**config.mk**
```make
export PLATFORM = sky130hd
export DESIGN_NAME = random_walk_token_relay_node_unit
export DESIGN_NICKNAME = d
export VERILOG_FILES = /design/src/rtl/core/rwtr_pkg.sv /design/src/rtl/core/rwtr_table_mem.sv /design/src/rtl/core/random_walk_token_relay_node_unit.sv
export SDC_FILE = /design/constraint.sdc
export NUM_CORES = 1
export LEC_CHECK = 0
export BUFFER_PORTS_ARGS = -buffer_cell sky130_fd_sc_hd__buf_4
export CORE_MARGIN = 2
export CORE_UTILIZATION = 40
export DETAILED_ROUTE_END_ITERATION = 10
export SYNTH_ARGS = -nofsm -noshare
export SYNTH_HDL_FRONTEND = slang
export SYNTH_SLANG_ARGS = --single-unit
```
**constraint.sdc**
```tcl
create_clock -name clk -period 3.9 [get_ports clk]
set_input_delay 0.39 -clock clk [delete_from_list [all_inputs] [get_ports clk]]
set_output_delay 0.39 -clock clk [all_outputs]
set_load 0.05 [all_outputs]
```
**src/rtl/core/rwtr_pkg.sv**
```systemverilog
package rwtr_pkg;
  localparam logic [2:0] ACT_TICK = 3'd0;
  localparam logic [2:0] ACT_ANNOUNCE = 3'd1;
  localparam logic [2:0] ACT_RECOVER = 3'd2;
  localparam logic [2:0] ACT_BEACON = 3'd3;
  localparam logic [2:0] ACT_DATA = 3'd4;
  localparam logic [2:0] ACT_CONTROL = 3'd5;
  localparam logic [2:0] ACT_START = 3'd6;
  localparam logic [1:0] KIND_NONE = 2'd0;
  localparam logic [1:0] KIND_RECOVER = 2'd1;
  localparam logic [1:0] KIND_CONTROL = 2'd2;
  localparam logic [1:0] KIND_DATA = 2'd3;
  localparam logic CFG_SINK_MODE = 1'b0;
  localparam logic CFG_LIFETIME = 1'b1;

  typedef enum logic [2:0] {
    ST_IDLE, ST_SCAN, ST_MOD, ST_FETCH, ST_WAIT, ST_OUT
  } state_t;
endpackage

```
**src/rtl/core/rwtr_table_mem.sv**
```systemverilog
module rwtr_table_mem
  import rwtr_pkg::*;
#(
  parameter int DEPTH = 16,
  parameter int WIDTH = 32
) (
  input  logic                                       clk,
  input  logic                                       wr_en,
  input  logic [((DEPTH > 1) ? $clog2(DEPTH) : 1)-1:0] wr_addr,
  input  logic [WIDTH-1:0]                           wr_data,
  input  logic [((DEPTH > 1) ? $clog2(DEPTH) : 1)-1:0] rd_addr,
  output logic [WIDTH-1:0]                           rd_data
);
  logic [WIDTH-1:0] mem [DEPTH];

  always_ff @(posedge clk) begin
    if (wr_en) begin
      mem[wr_addr] <= wr_data;
    end
    rd_data <= mem[rd_addr];
  end
endmodule

```
**src/rtl/core/random_walk_token_relay_node_unit.sv**
```systemverilog
// Channel | Ports                                   | Transfer
// input   | start, busy, in_* fields                | start && !busy
// result  | out_valid, out_* fields                 | out_valid, one cycle
// config  | cfg_we, cfg_index, cfg_data             | cfg_we
// Tick and announce keep busy high while the walk reads one entry a cycle from the
// neighbour memory; a full-table walk is the longest case. Data and start work out
// random_value mod count in the serial remainder unit, then pass a fetch and a wait state.
// The other actions go straight to the output state. A new start is taken only once busy is low.
// Reset (rst_n low, synchronous) empties the table and clears token and version;
// the memory itself needs no clearing pass, as entries beyond the count are never read.
// The receiver cannot stall: each result is shown with out_valid for a single cycle.
module random_walk_token_relay_node_unit
  import rwtr_pkg::*;
#(
  parameter int TABLE_DEPTH = 16,
  parameter int NODE_ID_BITS = 16
) (
  input  logic               clk,
  input  logic               rst_n,
  input  logic               start,
  output logic               busy,
  input  logic [2:0]         in_action,
  input  logic [15:0]        in_source_node,
  input  logic signed [15:0] in_msg_version,
  input  logic signed [31:0] in_msg_token,
  input  logic signed [31:0] in_msg_hops,
  input  logic [15:0]        in_random_value,
  input  logic               cfg_we,
  input  logic               cfg_index,
  input  logic [15:0]        cfg_data,
  output logic               out_valid,
  output logic [1:0]         out_send_kind,
  output logic [15:0]        out_dest_node,
  output logic signed [15:0] out_out_version,
  output logic signed [31:0] out_out_token,
  output logic signed [31:0] out_out_hops,
  output logic [4:0]         out_neighbor_total
);
  localparam int AW = (TABLE_DEPTH > 1) ? $clog2(TABLE_DEPTH) : 1;
  localparam int CW = $clog2(TABLE_DEPTH + 1);
  localparam int EW = NODE_ID_BITS + 16;
  localparam int IDW = (NODE_ID_BITS < 16) ? NODE_ID_BITS : 16;

  state_t state_r, state_nxt;
  logic sink_r;
  logic [15:0] life_r;
  logic [CW-1:0] cnt_r, cnt_nxt;
  logic [31:0] tok_r, tok_nxt;
  logic [15:0] ver_r, ver_nxt;
  // Latched item.
  logic [2:0] act_r;
  logic [NODE_ID_BITS-1:0] src_r;
  logic [15:0] mver_r, rnd_r;
  logic [31:0] mtok_r, mhops_r;
  // Walk state: read pointer, write pointer, pipelined read valid, hit flag.
  logic [CW-1:0] rp_r, rp_nxt, wp_r, wp_nxt;
  logic rv_r, rv_nxt, hit_r, hit_nxt;
  logic [AW-1:0] rva_r, rva_nxt;
  // Modulo remainder unit.
  logic [CW-1:0] rem_r, rem_nxt;
  logic [4:0] bit_r, bit_nxt;
  logic [CW:0] trial;
  // Result registers.
  logic ov_r, ov_nxt;
  logic [1:0] kind_r, kind_nxt;
  logic [15:0] dst_r, dst_nxt, over_r, over_nxt;
  logic [31:0] otok_r, otok_nxt, ohops_r, ohops_nxt;

  logic we;
  logic [AW-1:0] wa, ra;
  logic [EW-1:0] wd, rd;
  logic [15:0] rd_tim;
  logic [NODE_ID_BITS-1:0] rd_id;

  assign rd_id = rd[EW-1:16];
  assign rd_tim = rd[15:0];

  rwtr_table_mem #(.DEPTH(TABLE_DEPTH), .WIDTH(EW)) u_mem (
    .clk(clk), .wr_en(we), .wr_addr(wa), .wr_data(wd), .rd_addr(ra), .rd_data(rd)
  );

  assign trial = {rem_r, rnd_r[bit_r[3:0]]} - {1'b0, cnt_r};

  always_ff @(posedge clk) begin
    if (!rst_n) begin
      state_r <= ST_IDLE;
      sink_r <= 1'b0;
      life_r <= 16'd30;
      cnt_r <= '0;
      tok_r <= '0;
      ver_r <= '0;
      ov_r <= 1'b0;
    end else begin
      state_r <= state_nxt;
      cnt_r <= cnt_nxt;
      tok_r <= tok_nxt;
      ver_r <= ver_nxt;
      ov_r <= ov_nxt;
      if (cfg_we) begin
        case (cfg_index)
          CFG_SINK_MODE: sink_r <= cfg_data[0];
          CFG_LIFETIME: life_r <= cfg_data;
          default: ;
        endcase
      end
    end
  end

  always_ff @(posedge clk) begin
    if (start && !busy) begin
      act_r <= in_action;
      src_r <= NODE_ID_BITS'(in_source_node);
      mver_r <= in_msg_version;
      mtok_r <= in_msg_token;
      mhops_r <= in_msg_hops;
      rnd_r <= in_random_value;
    end
    rp_r <= rp_nxt;
    wp_r <= wp_nxt;
    rv_r <= rv_nxt;
    rva_r <= rva_nxt;
    hit_r <= hit_nxt;
    rem_r <= rem_nxt;
    bit_r <= bit_nxt;
    kind_r <= kind_nxt;
    dst_r <= dst_nxt;
    over_r <= over_nxt;
    otok_r <= otok_nxt;
    ohops_r <= ohops_nxt;
  end

  assign busy = (state_r != ST_IDLE);

  always_comb begin
    state_nxt = state_r;
    cnt_nxt = cnt_r;
    tok_nxt = tok_r;
    ver_nxt = ver_r;
    rp_nxt = rp_r;
    wp_nxt = wp_r;
    rv_nxt = 1'b0;
    rva_nxt = rva_r;
    hit_nxt = hit_r;
    rem_nxt = rem_r;
    bit_nxt = bit_r;
    ov_nxt = 1'b0;
    kind_nxt = kind_r;
    dst_nxt = dst_r;
    over_nxt = over_r;
    otok_nxt = otok_r;
    ohops_nxt = ohops_r;
    we = 1'b0;
    wa = '0;
    wd = '0;
    ra = rp_r[AW-1:0];
    case (state_r)
      ST_IDLE: begin
        if (start) begin
          rp_nxt = '0;
          wp_nxt = '0;
          hit_nxt = 1'b0;
          rem_nxt = '0;
          bit_nxt = 5'd15;
          kind_nxt = KIND_NONE;
          dst_nxt = '0;
          over_nxt = '0;
          otok_nxt = '0;
          ohops_nxt = '0;
          state_nxt = ST_SCAN;
          case (in_action)
            ACT_TICK, ACT_ANNOUNCE: state_nxt = ST_SCAN;
            ACT_DATA, ACT_START: state_nxt = ST_MOD;
            default: state_nxt = ST_OUT;
          endcase
        end
      end
      ST_SCAN: begin
        // Read one entry a cycle; the memory read is registered, so rv_r marks when its data arrives.
        if (rp_r < cnt_r && !hit_r) begin
          rp_nxt = rp_r + 1'b1;
          rv_nxt = 1'b1;
          rva_nxt = rp_r[AW-1:0];
        end
        if (rv_r) begin
          if (act_r == ACT_TICK) begin
            if (rd_tim > 16'd1) begin
              we = 1'b1;
              wa = wp_r[AW-1:0];
              wd = {rd_id, rd_tim - 16'd1};
              wp_nxt = wp_r + 1'b1;
            end
          end else if (!hit_r && rd_id == src_r) begin
            we = 1'b1;
            wa = rva_r;
            wd = {rd_id, life_r};
            hit_nxt = 1'b1;
            rv_nxt = 1'b0;
          end
        end
        if (!rv_r && (rp_r >= cnt_r || hit_r)) begin
          if (act_r == ACT_TICK) begin
            cnt_nxt = wp_r;
          end else if (!hit_r && cnt_r < CW'(TABLE_DEPTH)) begin
            we = 1'b1;
            wa = cnt_r[AW-1:0];
            wd = {src_r, life_r};
            cnt_nxt = cnt_r + 1'b1;
          end
          state_nxt = ST_OUT;
        end
      end
      ST_MOD: begin
        // Restoring remainder, one bit of random_value per cycle.
        if (cnt_r != '0) begin
          if (!trial[CW]) rem_nxt = trial[CW-1:0];
          else rem_nxt = CW'({rem_r, rnd_r[bit_r[3:0]]});
        end
        bit_nxt = bit_r - 5'd1;
        if (bit_r == 5'd0) state_nxt = ST_FETCH;
      end
      ST_FETCH: begin
        ra = rem_r[AW-1:0];
        state_nxt = ST_WAIT;
      end
      ST_WAIT: begin
        if (act_r == ACT_DATA) begin
          tok_nxt = mtok_r;
          ver_nxt = mver_r;
          if (!sink_r && cnt_r != '0) begin
            kind_nxt = KIND_DATA;
            dst_nxt = 16'(rd_id[IDW-1:0]);
            over_nxt = mver_r;
            otok_nxt = mtok_r;
            ohops_nxt = mhops_r + 32'd1;
          end
        end else begin
          tok_nxt = tok_r + 32'd1;
          ver_nxt = ver_r + 16'd1;
          if (cnt_r != '0) begin
            kind_nxt = KIND_DATA;
            dst_nxt = 16'(rd_id[IDW-1:0]);
            over_nxt = ver_r + 16'd1;
            otok_nxt = tok_r + 32'd1;
          end
        end
        ov_nxt = 1'b1;
        state_nxt = ST_IDLE;
      end
      ST_OUT: begin
        case (act_r)
          ACT_RECOVER: begin
            tok_nxt = mtok_r;
            ver_nxt = mver_r;
          end
          ACT_BEACON: begin
            if ($signed(ver_r) > $signed(mver_r)) begin
              kind_nxt = KIND_RECOVER;
              otok_nxt = tok_r;
              ohops_nxt = '1;
            end else if ($signed(ver_r) < $signed(mver_r)) begin
              kind_nxt = KIND_CONTROL;
            end
            dst_nxt = ($signed(ver_r) != $signed(mver_r)) ? 16'(src_r[IDW-1:0]) : '0;
            over_nxt = ($signed(ver_r) != $signed(mver_r)) ? ver_r : '0;
          end
          ACT_CONTROL: begin
            kind_nxt = KIND_RECOVER;
            dst_nxt = 16'(src_r[IDW-1:0]);
            over_nxt = ver_r;
            otok_nxt = tok_r;
            ohops_nxt = '1;
          end
          default: ;
        endcase
        ov_nxt = 1'b1;
        state_nxt = ST_IDLE;
      end
      default: state_nxt = ST_IDLE;
    endcase
  end

  assign out_valid = ov_r;
  assign out_send_kind = kind_r;
  assign out_dest_node = dst_r;
  assign out_out_version = over_r;
  assign out_out_token = otok_r;
  assign out_out_hops = ohops_r;
  assign out_neighbor_total = 5'(cnt_r);
endmodule

```
==> qor.yml, run 1 <==
cap_violations: 0
post_dp_cell_area_mm2: 0.0401
cts_made_buffers: 93
clk_path_buf_depth: 3
ys_ff_latch: 857
p_leak_nw: 15.2
initial_core_util_pct: 40.2
die_area_mm2: 0.0925
area.growth.synth_to_final_pct: 23.4
layout-drive-gt1-share_pct: 22.8
ir_worst_vdd_mv: 0.434
syn_area_mm2: 0.0360
worstPathCellList: "mux4_2, mux4_2, inv_1, ha_1, nor2b_1, o21ai_0, a21boi_0, or4b_2, nand3_2, mux2_2, nor2_1"
final-max-slew-violation-count: 0
powerDensity_mw_per_mm2: 536
status: "finished, final reports clean"
vias_per_cell: 5.55
holdPathStages: 4
tightest_slew_ns: 1.05
hpwl_um: 58800
synthFlopType: "edfxtp_1"
die-width_um: 304
cts_root_buf: "clkbuf_16"
async_reset_ff_share_pct: 0
antenna_cells: 0
fin_crit_sh_pct: 95.3
yosysWarnings: 0
cp.required_ns: 4.42
num_io_pins: 241
reg2reg_depth: 11
grt_usage_pct: 20.0
path_class: "reg2reg"
routed_wl_um: 93500
most-common-layout-cells: "edfxtp_1, buf_4, nand2_1"
yosys.cell_types.count: 69
finalInstanceArea_mm2: 0.0445
overflow: 0
end_kind: "flop"
rsz0062_at_grt: "false"
seq_area_frac_synth_pct: 68.4
grt_max_degree: 77
fin_skew_ns: 0.0223
synthCells: 2455
gp_congestion: 0.842
arrival_ns: 4.23
crit_slowest_cell: "or4b_2"
drc: 0
cpPeakStageDelay_ns: 0.66
cp_top_family: "multiplexers"
period_needed_ns: 3.72
nets: 3062
max_freq_ghz: 0.269
grt_pass1_vias: 23426
synth-edff-count: 750
start_kind: "flop"
cts_max_level: 3
cp_max_fo: 7
path_depth: 11
rows: 110
slew_headroom_pct: 29.7
grt_pass1_wl_um: 142000
hold_violations: 0
hp-class: "in2reg"
ant_nets: 0
syn_nets: 2628
setup_viol: 0
holdWs_ns: 0.150
grt_antenna_before_repair: 1
clock_sinks: 857
drt_iter0_markers: 2168
wl_per_cell_um: 22.6
core_mm2: 0.0896
portBuffers: 240
clock_latency_ns: 0.66
fp.dieH_um: 304
drt_pre_antenna_iters: 6
clk_pin_slew_ns: 0.06
critPathBufInv: 1
tns_ns: 0
cts_tree: "yes"
vias: 22987
worst_path_most_repeated_cell: "mux4_2"
synth_area_per_cell_um2: 14.7
final_common_cell: "edfxtp_1"
registers in the layout, summed over array words and instances, names as in the netlist, 32 cells and up:
register,count
mtok_r,32
out_out_hops,32
u_mem.rd_data,32
out_out_token,32
u_mem.mem,512
tok_r,32
mhops_r,32
Yosys cell counts (all sizes together) (5+ instances only):
| cell | instances | area, um^2 |
|---|---|---|
| a41oi | 5 | 58.8 |
| a22o | 42 | 368 |
| o31a | 9 | 78.8 |
| a211oi | 45 | 338 |
| a21oi | 153 | 769 |
| mux4 | 133 | 3000 |
| nor3 | 47 | 235 |
| o211ai | 6 | 50.1 |
| nand2 | 236 | 886 |
| mux2 | 9 | 101 |
| o31ai | 11 | 82.6 |
| edfxtp | 750 | 22500 |
| a31oi | 40 | 250 |
| a22oi | 24 | 180 |
| nor3b | 8 | 60.1 |
| xor2 | 33 | 289 |
| and3 | 33 | 206 |
| a21o | 8 | 60.1 |
| inv | 52 | 195 |
| a2bb2oi | 7 | 61.3 |
| nor2b | 11 | 68.8 |
| or3 | 7 | 48.8 |
| and2 | 43 | 269 |
| dfxtp | 107 | 2140 |
| buf | 41 | 300 |
| nand3 | 59 | 295 |
| clkbuf | 94 | 353 |
| nor2 | 164 | 616 |
| mux2i | 14 | 144 |
| xnor2 | 48 | 420 |
| o22ai | 23 | 144 |
| ha | 36 | 450 |
| nor4 | 6 | 37.5 |
| o21ai | 92 | 460 |
| nand4 | 14 | 87.6 |
cell type report:
cell class | instances | area, um^2
repair buffers | 474 | 4340
flip-flops and latches | 857 | 24700
inverters | 52 | 199
multi-input cells | 1411 | 10800
clock inverters | 51 | 502
well taps | 1176 | 1470
clock buffers | 123 | 2550
fillers | 7451 | 45100
power by group:
part           leakage, nW  total (mW)  internal [mW]  switching, mW
clock network         1.48        8.78           5.15           3.63
registers             7.77        11.1           10.6          0.460
logic                 5.98        3.98           1.46           2.52
kinds of logic after synthesis:
logic type      after synthesis  synth area share [%]
flops                       857                  68.4
simple gates                646                  8.19
compound gates              491                  8.74
buf+inv                     187                  2.35
mux                         156                  8.99
xor+xnor                     81                  1.97
fa+ha+maj                    37                  1.31
worst register-to-register path: cells and delay by family, from the launching register on:
family          cells  cell delay [ns]
mux                 3             1.41
simple gates        4             0.98
flops               1             0.55
compound gates      2             0.36
fa+ha+maj           1             0.19
buf+inv             1             0.09
metrics by stage:
| stage | power [mW] | instances | util, % | setup slack (ns) |
|---|---|---|---|---|
| final | 23.9 | 4144 | 49.6 | 0.182 |
| after global routing | 24.7 | 4144 | 49.6 | 0.00731 |
| after CTS | 24.1 | 4144 | 49.6 | 0.0986 |
| after detailed placement | 15.2 | 3839 | 44.8 | 0.101 |
| after global placement | 15.1 | 3839 | 44.8 | 0.150 |
| after floorplan | 13.8 | 2455 | - | -0.241 |
per-layer routing:
layer / track usage (%) / wire [um] / vias up
li1: - / - / 10377
met4: 5.61 / 2080 / 0
met5: 0 / 0 / -
met1: 26.6 / 39500 / 11670
met3: 3.44 / 5610 / 140
met2: 33.9 / 46300 / 800
timing repair:
action,CTS,global route
hold buffers,131,0
endpoints found under the setup margin,0,5
setup buffers,0,0
hold endpoints to repair,131,0
resized for setup,0,1
final timing paths:
path	slack [ns]	startpoint	end
setup / recovery	0.18	bit_r[0]	rem_r[0]
hold reg to reg	0.47	life_r[0]	life_r[0]
hold / removal	0.15	cfg_index	sink_r
setup reg to reg	0.18	bit_r[0]	rem_r[0]
(Power assumes the default switching activity.)
==> run 2, diff against run 1 <==
- clock period: 3.9 -> 3.2 ns (I/O delays scaled with it)
==> run 2 against run 1 <==
Compared with the run above: the flow now finishes with violations (negative setup slack); non-clock buffer count grew 66; combinational power grew 30%; fmax grew 16%; clock power grew 18%; sequential power grew 22%; cell count grew 1.5%; clock-buffer cell count grew 4; flip-flop and latch count is the same; first-iteration DRC count shrank 8.8%; critical path type unchanged.
==> qor.yml, run 2 (synthesis results as in run 1) <==
holdPathStages: 4  # unchanged
finalInstanceArea_mm2: 0.0455  # +2.4%
slew_headroom_pct: 27.7  # -2.0 points
core_mm2: 0.0896  # unchanged
intPower_mw: 20.9  # +21%
layout-drive-gt1-share_pct: 25.4  # +2.6 points
max_freq_ghz: 0.311  # +16%
combPwrFrac_pct: 17.8  # +1.1 points
cts_max_level: 3  # unchanged
post_dp_cell_area_mm2: 0.0411  # +2.4%
initial_core_util_pct: 40.2  # unchanged
drc: 0  # unchanged
worstPathCellList: "mux4_2, mux4_2, inv_2, ha_4, nor2b_2, o21ai_2, a21boi_2, or4b_4, nand3_4, mux2i_1, nor2_1"
drt_pre_antenna_iters: 6  # unchanged
grt_antenna_before_repair: 1  # unchanged
cp_max_fo: 5  # -2
switching_share_pct: 28.3  # +0.65 points
cts_made_buffers: 90  # -3.2%
most-common-layout-cells: "edfxtp_1, buf_4, nand2_1"
cpPeakStageDelay_ns: 0.55  # -0.11 ns
hp-class: "in2reg"
power_switching_mw: 8.25  # +25%
clock_sinks: 857  # unchanged
die_area_mm2: 0.0925  # unchanged
nets: 3125  # +2.1%
fin_crit_sh_pct: 101  # +5.2 points
clk_path_buf_depth: 3  # unchanged
overflow: 0  # unchanged
routed_wl_um: 96000  # +2.6%
num_io_pins: 241  # unchanged
cp_top_family: "multiplexers"
cts_root_buf: "clkbuf_16"
tns_ns: -0.0600  # -0.0600 ns
crit_slowest_cell: "mux4_2"
critPathBufInv: 1  # unchanged
fill_cells: 7375  # -1.0%
top_register: "u_mem.mem"
fin_skew_ns: 0.0339  # +0.0117 ns
whs_endpoint: "state_r[2]"
gp_congestion: 0.841  # -0.13%
grt_usage_pct: 20.5  # +0.44 points
p_leak_nw: 15.7  # +3.1%
ant_nets: 0  # unchanged
period_needed_ns: 3.22  # -0.499 ns
clock_latency_ns: 0.67  # about the same
rows: 110  # unchanged
fp.dieH_um: 304  # unchanged
clk_pin_slew_ns: 0.07  # about the same
vias_per_cell: 5.54  # about the same
worst_path_most_repeated_cell: "mux4_2"
hold_violations: 0  # unchanged
status: "complete, but fails checks"
largest_reg_flops: 512  # unchanged
wl_met2_um: 47300  # +2.1%
clock_power_share_pct: 35.8  # -1.0 points
rrSetupSlack_ns: -0.02  # -0.20 ns
cts_tree: "yes"
p_seq_share_pct: 46.4  # about the same
arrival_ns: 3.62  # -0.61 ns
final-max-slew-violation-count: 0  # unchanged
highest_layer: "met4"
timing.rr.start: "bit_r[0]"
cap_violations: 0  # unchanged
tightest_slew_ns: 1.08  # +0.0296 ns
m1WireLength_um: 39200  # -0.83%
final_common_cell: "edfxtp_1"
wl_per_cell_um: 22.8  # +1.1%
reg2reg_depth: 11  # unchanged
vias: 23304  # +1.4%
portBuffers: 240  # unchanged
grt_pass1_vias: 23914  # +2.1%
setup_slack_ns: -0.0186  # -0.201 ns
powerDensity_mw_per_mm2: 639  # +19%
hpwl_um: 61700  # +5.0%
setup_viol: 5  # +5
drt_iter0_markers: 1977  # -8.8%
path_class: "reg2reg"
cp.required_ns: 3.60  # -0.82 ns
holdWs_ns: 0.178  # +0.0278 ns
wl_met3_um: 6470  # +15%
grt_pass1_wl_um: 144000  # +1.3%
rsz0062_at_grt: "true"
timing.rr.end: "rem_r[3]"
start_kind: "flop"
hp-start: "start"
grt_max_degree: 65  # -16%
area.growth.synth_to_final_pct: 26.4
violations: "negative setup slack"
die-width_um: 304  # unchanged
end_kind: "flop"
ir_worst_vdd_mv: 0.420  # -3.3%
run 2: worst max-delay path by stage:
stage,startpoint,to,slack (ns),depth (start not counted)
6_report,bit_r[0],rem_r[3],-0.02,11
3_3_place_gp,src_r[0],u_mem.mem[13][18],-0.31,9
3_5_place_dp,src_r[0],u_mem.mem[13][23],-0.30,9
4_1_cts,bit_r[0],rem_r[2],-0.08,11
5_1_grt,bit_r[0],rem_r[0],-0.19,11
2_1_floorplan,mver_r[9],out_out_hops[0],-0.30,9
run 2: worst reg2reg max path: cells and delay by family, from the launching register on:
family	cells	cell delay, ns
fa+ha+maj	1	0.14
mux	3	1.25
compound gates	2	0.22
flops	1	0.51
simple gates	4	0.76
buf+inv	1	0.09
run 2: area by class of cell:
class                      instances  area (um^2)  area share, %
sequential                       857        24700           54.2
multi-input combinational       1411        11000           24.1
timing repair buffer             540         5240           11.5
clock buffer                     127         2540           5.58
tap                             1176         1470           3.23
clock inverter                    41          437          0.959
inverter                          52          199          0.437
antenna                            1         2.50        0.00550
run 2: stage by stage:
| stage | setup slack (ns) | total power [mW] | cells | util [%] |
|---|---|---|---|---|
| 3_5_place_dp | -0.304 | 18.7 | 3899 | 45.8 |
| 4_1_cts | -0.0763 | 29.3 | 4200 | 50.7 |
| 2_1_floorplan | -0.298 | 16.8 | 2455 | - |
| 5_1_grt | -0.186 | 30.1 | 4204 | 50.8 |
| 6_report | -0.0186 | 29.1 | 4205 | 50.8 |
| 3_3_place_gp | -0.311 | 18.7 | 3899 | 45.8 |
run 2: layer usage:
layer  vias to the layer above  track usage, %
met5                         -               0
met4                         0            7.47
met3                       165            3.87
met2                       833            34.8
met1                     11793            26.1
li1                      10513               -
run 2: power groups by stage:
stage	logic [mW]	registers, mW	clock network [mW]
after floorplan	2.42	14.4	0
after global placement	4.98	13.7	0
after detailed placement	5.02	13.7	0
after CTS	5.20	13.5	10.6
after global routing	5.52	13.6	11.1
final	5.18	13.5	10.4
run 2: what timing repair did:
action | in CTS | in global routing
gates resized for setup | 9 | 13
endpoints found under the setup margin | 850 | 288
pin swaps | 5 | 15
gates cloned | 0 | 1
hold buffers | 132 | 0
buffers inserted | 1 | 3
hold endpoints to repair | 133 | 0
==> run 3, diff against run 2 <==
- RECOVER_POWER: not set -> 100
==> run 3 against run 2 <==
Compared with the run above: the flow still finishes with violations (negative setup slack); sequential power barely moved; utilization fell by 0.97 points; first-iteration DRC count rose by 2.3%; critical path depth did not move; sequential share of layout area rose by 1.0 points; critical path type unchanged.
==> qor.yml, run 3 (synthesis results as in run 1) <==
status: "complete, but fails checks"
violations: "negative setup slack"
start_kind: "flop"
grt_pass1_wl_um: 144000  # unchanged
layout-drive-gt1-share_pct: 20.7  # -4.8 points
fp.dieH_um: 304  # unchanged
slew_headroom_pct: 25.5  # -2.2 points
portBuffers: 240  # unchanged
clk_pin_slew_ns: 0.07  # about the same
worstPathCellList: "inv_1, ha_1, a21o_1, a211oi_4, a31oi_4, a21o_2, o31ai_4, nand2_4, nor2_4, buf_12, buf_12"
grt_antenna_before_repair: 1  # unchanged
fin_cells: 4205  # unchanged
nets: 3125  # unchanged
most-common-layout-cells: "edfxtp_1, nand2_1, clkbuf_1"
ant_nets: 0  # unchanged
routed_wl_um: 95700  # -0.24%
drc: 0  # unchanged
powerDensity_mw_per_mm2: 644  # +0.73%
whs_endpoint: "state_r[2]"
rrSetupSlack_ns: -0.08  # -0.06 ns
dp.cells: 3899  # unchanged
cpPeakStageDelay_ns: 0.50  # -0.05 ns
area.growth.synth_to_final_pct: 24.0
gp_congestion: 0.841  # unchanged
clk_path_buf_depth: 3  # unchanged
hpwl_um: 61700  # unchanged
arrival_ns: 3.62  # about the same
rows: 110  # unchanged
core_mm2: 0.0896  # unchanged
vias_per_cell: 5.53  # -0.18%
fin_skew_ns: 0.0337  # -0.000201 ns
switching_share_pct: 28.6  # +0.23 points
clock_power_share_pct: 36.3  # +0.5 points
reg2reg_depth: 11  # unchanged
timing.rr.start: "out_neighbor_total[3]"
top_register: "u_mem.mem"
crit_slowest_cell: "dfxtp_1"
hp-class: "in2reg"
tightest_slew_ns: 1.12  # +0.0347 ns
cap_violations: 0  # unchanged
fin_crit_sh_pct: 102  # +1.8 points
p_seq_share_pct: 46.9  # +0.5 points
timing.rr.end: "u_mem.mem[14][11]"
path_class: "reg2reg"
die_area_mm2: 0.0925  # unchanged
crit_start: "out_neighbor_total[3]"
final_common_cell: "edfxtp_1"
finalPower_mw: 28.8  # -1.2%
place_ws_ns: -0.304  # unchanged
drt_iter0_markers: 2023  # +2.3%
drt_pre_antenna_iters: 5  # -1
num_io_pins: 241  # unchanged
cp.required_ns: 3.55  # -0.05 ns
vias: 23261  # -0.18%
overflow: 0  # unchanged
end_kind: "flop"
period_needed_ns: 3.28  # +0.0585 ns
combPwrFrac_pct: 16.8  # -1.0 points
clock_sinks: 857  # unchanged
setup_slack_ns: -0.0772  # -0.0585 ns
ir_worst_vdd_mv: 0.422  # +0.37%
grt_max_degree: 65  # unchanged
max_freq_ghz: 0.305  # -1.8%
initial_core_util_pct: 40.2  # unchanged
holdPathStages: 4  # unchanged
hold_violations: 0  # unchanged
intPower_mw: 20.5  # -1.5%
largest_reg_flops: 512  # unchanged
cts_root_buf: "clkbuf_16"
p_leak_nw: 15.1  # -4.0%
power_switching_mw: 8.21  # -0.37%
wl_per_cell_um: 22.8  # -0.24%
cts_max_level: 3  # unchanged
grt_pass1_vias: 23914  # unchanged
hp-start: "start"
rsz0062_at_grt: "true"
cp_max_fo: 14  # +9
setup_viol: 358  # +353
final-max-slew-violation-count: 0  # unchanged
worst_path_most_repeated_cell: "buf_12"
die-width_um: 304  # unchanged
grt_usage_pct: 20.5  # unchanged
cts_made_buffers: 90  # unchanged
clock_latency_ns: 0.67  # about the same
holdWs_ns: 0.177  # -0.00110 ns
cts_tree: "yes"
## run 3: worst max-delay path by stage
| stage | to | slack (ns) |
|---|---|---|
| floorplan | out_out_hops[0] | -0.30 |
| global placement | u_mem.mem[13][18] | -0.31 |
| detailed placement | u_mem.mem[13][23] | -0.30 |
| CTS | rem_r[2] | -0.08 |
| global route | u_mem.mem[14][13] | -0.19 |
| finish | u_mem.mem[14][11] | -0.08 |
## run 3: final cells by class
type                       instances  area [um^2]
clock inverter                    41          437
sequential                       857        24700
tap                             1176         1470
antenna                            1         2.50
inverter                          52          196
timing repair buffer             540         4410
multi-input combinational       1411        10900
clock buffer                     127         2540
fill                            7592        44900
## run 3: routing by layer
layer	global-route usage, %	vias up	part of all wire, %
met1	26.1	11777	41
met4	7.47	0	3.2
met3	3.87	165	6.1
li1	-	10517	-
met2	34.8	802	49
met5	0	-	0
## run 3: power groups by stage
| stage | Sequential, mW | Combinational, mW | Clock (mW) |
|---|---|---|---|
| detailed placement | 13.7 | 5.02 | 0 |
| floorplan | 14.4 | 2.42 | 0 |
| global route | 13.6 | 5.19 | 11.1 |
| finish | 13.5 | 4.84 | 10.4 |
| CTS | 13.5 | 5.20 | 10.6 |
| global placement | 13.7 | 4.98 | 0 |
## run 3: critical path, delay by kind of cell, from the launching register on
| kind | cells | cell delay, ns |
|---|---|---|
| compound gates | 5 | 1.41 |
| fa+ha+maj | 1 | 0.32 |
| buf+inv | 3 | 0.42 |
| flops | 1 | 0.50 |
| simple gates | 2 | 0.28 |
## run 3: through the flow
stage / area [um^2] / setup TNS [ns] / util [%]
2_1_floorplan: 36300 / -23.44 / -
3_3_place_gp: 41100 / -127.84 / 45.8
3_5_place_dp: 41100 / -130.56 / 45.8
4_1_cts: 45400 / -0.333 / 50.7
5_1_grt: 44700 / -78.04 / 49.9
6_report: 44700 / -9.30 / 49.9
## run 3: repair_timing
action	CTS	global route
setup endpoints to repair	850	288
gates cloned	0	1
hold buffers	132	0
resized for setup	9	13
hold endpoints to repair	133	0
pin swaps	5	15
setup buffers	1	3
